==> src/rtl/core/ltc_pkg.sv <==
// Shared types and constants for the lexical token classifier.
`default_nettype none
package ltc_pkg;

  typedef struct packed {
    logic [7:0] char_code;
    logic       line_end;
  } in_item_t;

  typedef struct packed {
    logic [2:0] token_class;
    logic       line_last;
  } out_item_t;

  localparam logic [2:0] CLS_KEYWORD  = 3'd0;
  localparam logic [2:0] CLS_OPERATOR = 3'd1;
  localparam logic [2:0] CLS_INTEGER  = 3'd2;
  localparam logic [2:0] CLS_FLOAT    = 3'd3;
  localparam logic [2:0] CLS_DOUBLE   = 3'd4;
  localparam logic [2:0] CLS_IDENT    = 3'd5;
  localparam logic [2:0] CLS_INVALID  = 3'd6;

  // Results that one stepped character hands to the output queue (none, one or two).
  typedef struct packed {
    logic [1:0] count;
    out_item_t  first;
    out_item_t  second;
  } push_req_t;

endpackage
`default_nettype wire

==> src/rtl/core/ltc_token_state.sv <==
// Running token state, per-character update and token classification.
`default_nettype none
module ltc_token_state (
  input  logic              clk,
  input  logic              rst_n,
  input  logic              step,
  input  ltc_pkg::in_item_t item,
  output ltc_pkg::push_req_t push
);
  import ltc_pkg::*;

  localparam int KW_COUNT = 14;
  localparam logic [7:0] SPACE_CODE = 8'h20;
  localparam logic [7:0] DOT_CODE   = 8'h2E;

  // Keywords are stored left-justified, one byte per character.
  localparam logic [71:0] KW_TEXT [KW_COUNT] = '{
    {"int", 48'h0}, {"float", 32'h0}, {"double", 24'h0}, {"include", 16'h0},
    {"if", 56'h0}, {"else", 40'h0}, {"namespace"}, {"void", 40'h0},
    {"main", 40'h0}, {"return", 24'h0}, {"define", 24'h0}, {"do", 56'h0},
    {"while", 32'h0}, {"for", 48'h0}
  };
  localparam logic [3:0] KW_LEN [KW_COUNT] = '{
    4'd3, 4'd5, 4'd6, 4'd7, 4'd2, 4'd4, 4'd9, 4'd4, 4'd4, 4'd6, 4'd6, 4'd2, 4'd5, 4'd3
  };

  typedef enum logic [8:0] {
    PH_START   = 9'b000000001,
    PH_SIGN    = 9'b000000010,
    PH_INT     = 9'b000000100,
    PH_DOT     = 9'b000001000,
    PH_FRAC    = 9'b000010000,
    PH_EXP     = 9'b000100000,
    PH_EXPSIGN = 9'b001000000,
    PH_EXPDIG  = 9'b010000000,
    PH_DEAD    = 9'b100000000
  } phase_t;

  typedef struct packed {
    logic [KW_COUNT-1:0] kw_hits;
    logic [3:0]          pos;
    phase_t              phase;
    logic [1:0]          after_dot;
    logic                dot_seen;
    logic                digit_seen;
    logic                first_alpha;
    logic                first_operator;
  } tok_state_t;

  localparam tok_state_t TOK_CLEAR = '{
    kw_hits: '1, pos: 4'd0, phase: PH_START, after_dot: 2'd0,
    dot_seen: 1'b0, digit_seen: 1'b0, first_alpha: 1'b0, first_operator: 1'b0
  };

  function automatic logic [7:0] kw_byte(input logic [71:0] word, input logic [3:0] pos);
    logic [71:0] sh;
    sh = word << {pos, 3'b000};
    return sh[71:64];
  endfunction

  function automatic logic is_digit(input logic [7:0] c);
    return (c >= 8'h30) && (c <= 8'h39);
  endfunction

  function automatic logic is_alpha(input logic [7:0] c);
    return ((c >= 8'h41) && (c <= 8'h5A)) || ((c >= 8'h61) && (c <= 8'h7A));
  endfunction

  function automatic logic is_sign(input logic [7:0] c);
    return (c == 8'h2B) || (c == 8'h2D);
  endfunction

  function automatic logic is_exp(input logic [7:0] c);
    return (c == 8'h45) || (c == 8'h65);
  endfunction

  function automatic logic is_oper(input logic [7:0] c);
    return (c == 8'h2B) || (c == 8'h2D) || (c == 8'h25) || (c == 8'h2A) ||
           (c == 8'h2F) || (c == 8'h5E);
  endfunction

  function automatic phase_t next_phase(input phase_t ph, input logic [7:0] c);
    phase_t nx;
    logic   d;
    logic   dot;
    d   = is_digit(c);
    dot = (c == DOT_CODE);
    nx  = PH_DEAD;
    unique case (ph)
      PH_START: begin
        if (is_sign(c)) nx = PH_SIGN;
        else if (d) nx = PH_INT;
        else if (dot) nx = PH_DOT;
      end
      PH_SIGN: begin
        if (d) nx = PH_INT;
        else if (dot) nx = PH_DOT;
      end
      PH_INT: begin
        if (d) nx = PH_INT;
        else if (dot) nx = PH_DOT;
        else if (is_exp(c)) nx = PH_EXP;
      end
      PH_DOT: begin
        if (d) nx = PH_FRAC;
      end
      PH_FRAC: begin
        if (d) nx = PH_FRAC;
        else if (is_exp(c)) nx = PH_EXP;
      end
      PH_EXP: begin
        if (is_sign(c)) nx = PH_EXPSIGN;
        else if (d) nx = PH_EXPDIG;
      end
      PH_EXPSIGN: begin
        if (d) nx = PH_EXPDIG;
      end
      PH_EXPDIG: begin
        if (d) nx = PH_EXPDIG;
      end
      default: nx = PH_DEAD;
    endcase
    return nx;
  endfunction

  function automatic tok_state_t add_char(input tok_state_t s, input logic [7:0] c);
    tok_state_t n;
    n = s;
    for (int k = 0; k < KW_COUNT; k++) begin
      if (!((s.pos < KW_LEN[k]) && (kw_byte(KW_TEXT[k], s.pos) == c))) begin
        n.kw_hits[k] = 1'b0;
      end
    end
    if (s.pos == 4'd0) begin
      n.first_alpha    = is_alpha(c);
      n.first_operator = is_oper(c);
    end
    if (is_digit(c)) n.digit_seen = 1'b1;
    if (s.dot_seen) begin
      if (s.after_dot != 2'd3) n.after_dot = s.after_dot + 2'd1;
    end else if (c == DOT_CODE) begin
      n.dot_seen = 1'b1;
    end
    n.phase = next_phase(s.phase, c);
    if (s.pos != 4'd15) n.pos = s.pos + 4'd1;
    return n;
  endfunction

  function automatic logic [2:0] classify(input tok_state_t s);
    logic       kw_match;
    logic [2:0] cls;
    kw_match = 1'b0;
    for (int k = 0; k < KW_COUNT; k++) begin
      if (s.kw_hits[k] && (s.pos == KW_LEN[k])) kw_match = 1'b1;
    end
    if (s.pos == 4'd0) cls = CLS_INVALID;
    else if (kw_match) cls = CLS_KEYWORD;
    else if ((s.pos == 4'd1) && s.first_operator) cls = CLS_OPERATOR;
    else if ((s.phase == PH_INT) || (s.phase == PH_FRAC) || (s.phase == PH_EXPDIG)) begin
      if (!s.dot_seen) cls = CLS_INTEGER;
      else if (s.after_dot == 2'd3) cls = CLS_DOUBLE;
      else cls = CLS_FLOAT;
    end else if (s.first_alpha) cls = s.digit_seen ? CLS_INVALID : CLS_IDENT;
    else cls = CLS_INVALID;
    return cls;
  endfunction

  tok_state_t state_r, state_nxt;
  tok_state_t added;
  logic       is_space;

  always_comb begin
    is_space    = (item.char_code == SPACE_CODE);
    added       = add_char(state_r, item.char_code);
    push        = '0;
    push.second = '{token_class: CLS_INVALID, line_last: 1'b1};
    state_nxt   = state_r;
    if (step) begin
      if (is_space) begin
        // A space closes the current token; at line end the empty token after it follows.
        push.first = '{token_class: classify(state_r), line_last: 1'b0};
        push.count = item.line_end ? 2'd2 : 2'd1;
        state_nxt  = TOK_CLEAR;
      end else if (item.line_end) begin
        push.first = '{token_class: classify(added), line_last: 1'b1};
        push.count = 2'd1;
        state_nxt  = TOK_CLEAR;
      end else begin
        state_nxt = added;
      end
    end
  end

  always_ff @(posedge clk) begin
    if (!rst_n) begin
      state_r <= TOK_CLEAR;
    end else begin
      state_r <= state_nxt;
    end
  end

endmodule
`default_nettype wire

==> src/rtl/core/ltc_out_fifo.sv <==
// Four-entry result queue taking up to two results per cycle.
`default_nettype none
module ltc_out_fifo (
  input  logic                clk,
  input  logic                rst_n,
  input  ltc_pkg::push_req_t  push,
  output logic                room,
  output logic                out_valid,
  input  logic                out_ready,
  output ltc_pkg::out_item_t  out_data
);
  import ltc_pkg::*;

  out_item_t  mem [4];
  logic [1:0] wr_ptr_r, wr_ptr_nxt;
  logic [1:0] rd_ptr_r, rd_ptr_nxt;
  logic [2:0] count_r, count_nxt;
  logic       pop;

  // Room for two more entries is judged before this cycle's pop.
  assign room      = (count_r <= 3'd2);
  assign out_valid = (count_r != 3'd0);
  assign out_data  = mem[rd_ptr_r];
  assign pop       = out_valid && out_ready;

  always_comb begin
    wr_ptr_nxt = wr_ptr_r + push.count;
    rd_ptr_nxt = rd_ptr_r + {1'b0, pop};
    count_nxt  = count_r + {1'b0, push.count} - {2'b00, pop};
  end

  always_ff @(posedge clk) begin
    if (push.count != 2'd0) mem[wr_ptr_r] <= push.first;
    if (push.count == 2'd2) mem[wr_ptr_r + 2'd1] <= push.second;
  end

  always_ff @(posedge clk) begin
    if (!rst_n) begin
      wr_ptr_r <= 2'd0;
      rd_ptr_r <= 2'd0;
      count_r  <= 3'd0;
    end else begin
      wr_ptr_r <= wr_ptr_nxt;
      rd_ptr_r <= rd_ptr_nxt;
      count_r  <= count_nxt;
    end
  end

endmodule
`default_nettype wire

==> src/rtl/core/lexical_token_classifier_core.sv <==
// Top level of the lexical token classifier.
//
//   Channel | Direction | Payload fields
//   in_     | input     | char_code[7:0], line_end
//   out_    | output    | token_class[2:0], line_last
//
// One character is taken per cycle while the result queue has room. A character
// is captured in the input register, is folded into the token state once the
// queue has room, and any result it causes is written into the queue at that
// edge and then offered on out_. A space at line end yields two results from one
// character. Synchronous reset clears the token state, the queue and the input
// register's valid flag. Input is held off only while the input register is full
// and the four-entry result queue has fewer than two free slots.
`default_nettype none
module lexical_token_classifier_core (
  input  logic               clk,
  input  logic               rst_n,
  input  logic               in_valid,
  output logic               in_ready,
  input  ltc_pkg::in_item_t  in_data,
  output logic               out_valid,
  input  logic               out_ready,
  output ltc_pkg::out_item_t out_data
);
  import ltc_pkg::*;

  logic      stage_valid_r, stage_valid_nxt;
  in_item_t  stage_item_r;
  logic      room;
  logic      step;
  logic      in_fire;
  push_req_t push;

  assign step     = stage_valid_r && room;
  assign in_ready = !stage_valid_r || room;
  assign in_fire  = in_valid && in_ready;

  always_comb begin
    stage_valid_nxt = stage_valid_r;
    if (in_fire) stage_valid_nxt = 1'b1;
    else if (step) stage_valid_nxt = 1'b0;
  end

  always_ff @(posedge clk) begin
    if (in_fire) stage_item_r <= in_data;
  end

  always_ff @(posedge clk) begin
    if (!rst_n) begin
      stage_valid_r <= 1'b0;
    end else begin
      stage_valid_r <= stage_valid_nxt;
    end
  end

  ltc_token_state u_token (
    .clk   (clk),
    .rst_n (rst_n),
    .step  (step),
    .item  (stage_item_r),
    .push  (push)
  );

  ltc_out_fifo u_fifo (
    .clk       (clk),
    .rst_n     (rst_n),
    .push      (push),
    .room      (room),
    .out_valid (out_valid),
    .out_ready (out_ready),
    .out_data  (out_data)
  );

endmodule
`default_nettype wire
==> config.mk <==
export PLATFORM = sky130hd
export DESIGN_NAME = lexical_token_classifier_core
export DESIGN_NICKNAME = d
export VERILOG_FILES = /design/src/rtl/core/ltc_pkg.sv /design/src/rtl/core/ltc_token_state.sv /design/src/rtl/core/ltc_out_fifo.sv /design/src/rtl/core/lexical_token_classifier_core.sv
export SDC_FILE = /design/constraint.sdc
export NUM_CORES = 1
export LEC_CHECK = 0
export BUFFER_PORTS_ARGS = -buffer_cell sky130_fd_sc_hd__buf_4
export CAP_MARGIN = 20
export CORE_UTILIZATION = 31
export DETAILED_ROUTE_END_ITERATION = 10
export PLACE_DENSITY = 0.51
export SYNTH_ARGS = -nofsm -noshare
export SYNTH_HDL_FRONTEND = slang
export SYNTH_SLANG_ARGS = --single-unit
==> constraint.sdc <==
create_clock -name clk -period 8.4 [get_ports clk]
set_input_delay 0.84 -clock clk [delete_from_list [all_inputs] [get_ports clk]]
set_output_delay 0.84 -clock clk [all_outputs]
set_load 0.01 [all_outputs]
# After elaboration in Yosys (flattened, before gate mapping)
# Memory sizes are Yosys's and may differ from the RTL's. A register that Yosys moved wholly into a read port is not among the register bits.
# Index checks and enable logic that the tools add are counted.
# totals
input_bits	13
ff_bits	50
mem_count	1
output_inout_bits	6
mem_bits_rw	16
wordCells	269
# classes
n_mux	94
magnitude_cmp	14
n_reduce_logical	69
n_shift	14
eq_ne	56
n_addsub	7
# memory_table
name	words	word_bits	read_ports	rd_clocked_by_memory_dff	write_ports	line	rtl
u_fifo.mem	4	4	1	1	2	ltc_out_fifo.sv:14	out_item_t mem [4];
# op_table
cell	n
$shl A71 B7 Y72 const A	14
$eq A8 B8 Y1	14
$mux W9	10
$mux W33	2
$pmux W9 S7	1
$eq A8 B6 Y1 const B	7
$mux W1	56
$logic_and A1 B1 Y1	50
$mux W3	14
$eq A4 B3 Y1 const B	8
$eq A8 B7 Y1 const B	3
$eq A9 B3 Y1 const B	2
$eq A9 B5 Y1 const B	2
$eq A9 B8 Y1 const B	2
$eq A4 B2 Y1 const B	4
$ge A8 B7 Y1 const B	2
$le A8 B7 Y1 const B	2
$lt A4 B3 Y1 const B	4
$mux W2	7
$logic_or A1 B1 Y1	12
$mux W6	2
$eq A9 B1 Y1 const B	1
$eq A9 B2 Y1 const B	1
$eq A9 B4 Y1 const B	1
other kinds (25)	33

# Longest topological paths before layout
# depth
ltp_word	30
mapped_depth	14
depth_no_buf	12

# Modules after synthesis
# A second synthesis with hierarchy kept.
# hier_totals
cells_unflattened	652
hier_area_um2	5531.6
# modules_own_cells
module	cells_per_inst	instances	seq_area_each_um2	area_each_um2
ltc_token_state	550	1	660.6	3906.2
ltc_out_fifo	87	1	620.6	1290.0
lexical_token_classifier_core	15	1	290.3	335.3

# Worst setup path after synthesis
# No wires, ideal clock.
# synth_path
path_kind	reg-to-reg
start	register stage_item_r[5] in the netlist's numbering
end	register u_fifo.count_r[2]
period_less_slack_ps	3193
stages_incl_launch_ff	13
n_path_buf	0
t_required_ps	8285
arrival_ps	3078
setup_slack_ps	5207
setup_time_ps	115
path_cell_list	edfxtp_1 or4b_1 or3_1 ha_1 nand2_1 ha_1 inv_1 ha_1 inv_1 fa_1 xor2_1 xnor2_1 and2_1
# synth_between
elab_chain_len	5
# synth_lines
item	line	rtl
start, declared	lexical_token_classifier_core.sv:28	in_item_t stage_item_r;
start signal, assigned	lexical_token_classifier_core.sv:45	if (in_fire) stage_item_r <= in_data;
$eq A8 B6 Y1	ltc_token_state.sv:173	is_space = (item.char_code == SPACE_CODE);
$mux W6	ltc_token_state.sv:179	if (is_space) begin
$mux W6	ltc_token_state.sv:178	if (step) begin
$add A3 B2 Y3	ltc_out_fifo.sv:29	count_nxt = count_r + {1'b0, push.count} - {2'b00, pop};
$sub A3 B1 Y3	ltc_out_fifo.sv:29	
end signal, assigned	ltc_out_fifo.sv:45	count_r <= count_nxt;
end, declared	ltc_out_fifo.sv:17	logic [2:0] count_r, count_nxt;
# Every way passes these cells.
# A chain may end at the register's enable or synchronous reset.

==> results.sh <==
export IMPL_gp_congestion=0.892
export IMPL_drtIter0Drc=385
export IMPL_finalHoldViolCount=0
export IMPL_drc=0
export IMPL_cts_tree="built"
export IMPL_synth_top_area_share_pct=22.0
export IMPL_fp_dieW_um=131
export IMPL_antenna_found_initial=0
export IMPL_worstPathRequired_ps=8620
export IMPL_final_antenna_net_count=0
export IMPL_synth_flop_cell="dfxtp_1"
export IMPL_initial_core_util_pct=32.2
export IMPL_place_ws_ps=4480
export IMPL_end_kind="flip-flop"
export IMPL_maxCapViolCount=0
export IMPL_path_cells="inv_1, ha_1, o22ai_1, a221oi_1, o22ai_1, or4_1, a21oi_1, nor3_1, a21boi_1, o211ai_1"
export IMPL_tns_ps=0
export IMPL_syn2layout_area_growth_pct=10.4
export IMPL_num_rows=46
export IMPL_dieArea_mm2=0.0173
export IMPL_status="finished clean"
export IMPL_critical_path_class="reg -> reg"
export IMPL_postSynth_asyncResetShare_pct=0
export IMPL_fin_hold_ws_ps=470
export IMPL_seq_area_frac_synth_pct=27.2
export IMPL_period_share_pct=47.5
export IMPL_n_antenna_cell=0
export IMPL_cts_buffer_depth=2
export IMPL_numClockSinks=66
export IMPL_synth_area_leaders="dfxtp_1 (22%), edfxtp_1 (5.2%), nand2_1 (4.4%), ha_1 (4.3%), xnor2_1 (4.2%)"
export IMPL_switching_share_pct=34.1
export IMPL_post_cts_repair_setup_buffers=0
export IMPL_cp_max_fo=20
export IMPL_hold_buffers=0
export IMPL_hp_class="reg -> reg"
export IMPL_rsz0062_at_grt="false"
export IMPL_clk_latency_ps=350
export IMPL_synth_top_cell_by_area="dfxtp_1"
export IMPL_grt_ovfl_total=0
export IMPL_p_sw_uw=384
export IMPL_grt_pass1_wl_um=26200
export IMPL_ys_warn_count=0
export IMPL_pin_count=19
export IMPL_drive_gt1_share_pct=9.47
export IMPL_nets=682
export IMPL_crit_top_cell="o22ai_1"
export IMPL_p_int_uw=744
export IMPL_h_tree_depth=3
export IMPL_grt_use_total_pct=19.0
export IMPL_worstMarginPinSlew_ps=957
export IMPL_finalWorstSetupSlack_ps=4410
export IMPL_crit_family="compound AO/OA/AOI/OAI gates"
export IMPL_netlist_area_mm2=0.00519
export IMPL_drtPass1Iterations=5
export IMPL_finalMaxSlewViolations=0
export IMPL_vdd_ir_drop_max_uv=97.0
export IMPL_power_frac_seq_pct=36.5
export IMPL_vias_per_cell=5.68
export IMPL_port_buffers=18
export IMPL_skew_ps=7.42
export IMPL_grt_pass1_vias=4917
export IMPL_dp_hpwl_um=11100
export IMPL_fin_util_pct=35.6
export IMPL_numCtsBuffers=9
export IMPL_combPwrFrac_pct=28.3
export IMPL_syn_num_nets=696
export IMPL_cts_root_buf="clkbuf_16"
export IMPL_setup_violations=0
export IMPL_crit_arrival_ps=4200
export IMPL_syn_inst=664
export IMPL_clkTransAtPathRegs_ps=60
export IMPL_synth_edf_count=9
export IMPL_synth_seq_cells=66
export IMPL_postSynthAreaPerCell_um2=7.81
export IMPL_wire_per_inst_um=18.3
export IMPL_relSlewSlack_pct=36.2
export IMPL_clockPowerShare_pct=35.2
export IMPL_min_period_ps=3990
export IMPL_cp_slowest_cell="ha_1"
export IMPL_slowest_delay_ps=800
export IMPL_vias=4945
export IMPL_core_area_mm2=0.0161
export IMPL_path_buf_inv=1
export IMPL_cts_resized_gates=0
export IMPL_die_height_um=131
export IMPL_max_clock_freq_ghz=0.251
export IMPL_grt_max_degree=53
export IMPL_start_kind="flip-flop"
export IMPL_leakagePower_uw=0.00206
export IMPL_routed_wl_um=15900
export IMPL_synth_cell_type_count=78
export IMPL_p_per_area_mw_per_mm2=197
==> cell usage in the layout, fill, tap and decap left out, drive strengths merged, types with 16 or more instances in the layout <==
| cell | netlist | layout |
|---|---|---|
| nor2b | 19 | 19 |
| nand2 | 61 | 61 |
| o21ai | 45 | 45 |
| xnor2 | 25 | 25 |
| nor3 | 16 | 16 |
| a21oi | 33 | 33 |
| ha | 18 | 18 |
| nor2 | 45 | 45 |
| dfxtp | 57 | 57 |
| o211ai | 25 | 25 |
| nand3 | 27 | 27 |
| inv | 23 | 26 |
| buf | 29 | 26 |
| xor2 | 16 | 16 |
| and2 | 17 | 17 |
==> path summary, 6_finish.rpt <==
| check | start | endpoint | slack (ps) | cells after the start |
|---|---|---|---|---|
| setup reg to reg | u_token.state_r[15]$_SDFFE_PN0P_ | u_fifo.mem[1][2]$_SDFFE_PP1P_ | 4410 | 10 |
| hold / removal | u_fifo.mem[3][3]$_SDFFE_PP1P_ | u_fifo.mem[3][3]$_SDFFE_PP1P_ | 470 | 2 |
| setup / recovery | u_token.state_r[15]$_SDFFE_PN0P_ | u_fifo.mem[1][2]$_SDFFE_PP1P_ | 4410 | 10 |
| hold reg to reg | u_fifo.mem[3][3]$_SDFFE_PP1P_ | u_fifo.mem[3][3]$_SDFFE_PP1P_ | 470 | 2 |
==> per-layer routing <==
metal  vias to the layer above  routed length [µm]  track usage, %
li1                       2395                   -               -
met4                         0                 642            11.2
met3                        49                 971            3.70
met2                       170                7050            29.3
met5                         -                   0               0
met1                      2331                7260            24.5
==> flip-flops by register name (all words and copies together) (netlist names) <==
name / count
stage_item_r: 9
stage_valid_r: 1
u_fifo.count_r: 3
u_fifo.mem: 16
u_fifo.rd_ptr_r: 2
u_fifo.wr_ptr_r: 2
u_token.state_r: 33
==> per-stage QoR <==
stage                     cells  power [µW]  cell area, µm²
final                       871        1130            5730
after floorplan             664         636            5190
after global placement      855         727            5410
after global routing        871        1190            5730
after detailed placement    855         733            5410
after CTS                   871        1140            5730
==> final cells by class <==
| type | count | area, µm² |
|---|---|---|
| tap | 216 | 270 |
| fill | 1699 | 10400 |
| timing repair buffer | 26 | 195 |
| multi-input combinational | 522 | 3440 |
| clock buffer | 11 | 275 |
| sequential | 66 | 1410 |
| inverter | 25 | 93.8 |
| clock inverter | 5 | 40.0 |
==> kinds of logic after synthesis <==
kind of cell / after synthesis / share of synthesized area [%]
AND/OR/NAND/NOR: 275 / 29.2
XOR/XNOR: 41 / 6.92
buffers and inverters: 76 / 6.44
AO/OA/AOI/OAI: 178 / 22.8
adder cells (fa/ha/maj): 19 / 4.73
multiplexers: 9 / 2.75
flip-flops: 66 / 27.2
==> power groups by stage <==
stage	clock network (µW)	logic (µW)	registers (µW)
final	397	320	411
after global routing	421	355	416
after CTS	408	319	410
after detailed placement	0	317	416
after global placement	0	312	415
after floorplan	0	244	391
==> synthesized netlist by cell type, types with 4 or more instances <==
master	n
xor2_1	16
edfxtp_1	9
a31oi_1	11
clkbuf_1	22
a221oi_1	4
o31ai_1	6
mux4_2	4
nor3_1	16
ha_1	18
a21oi_1	33
and2_1	17
a32oi_1	7
nand4_1	13
nand3b_1	5
xnor2_1	25
o21ai_0	42
nand2b_1	15
a21boi_0	6
inv_1	23
nor2_1	44
nand3_1	27
nor4_1	7
a22oi_1	7
nand2_1	61
nor2b_1	19
o21a_1	4
nor3b_1	10
buf_2	21
o22ai_1	4
dfxtp_1	57
buf_1	4
a211oi_1	5
o211ai_1	25
or3_1	9
==> worst register-to-register path, delay by kind of cell (launching register included) <==
kind            cells  cell delay, ps
flops               1             760
compound gates      6            1380
buf+inv             1             260
simple gates        2             660
fa+ha+maj           1             800
No activity file was read; power rests on OpenSTA's default activity.
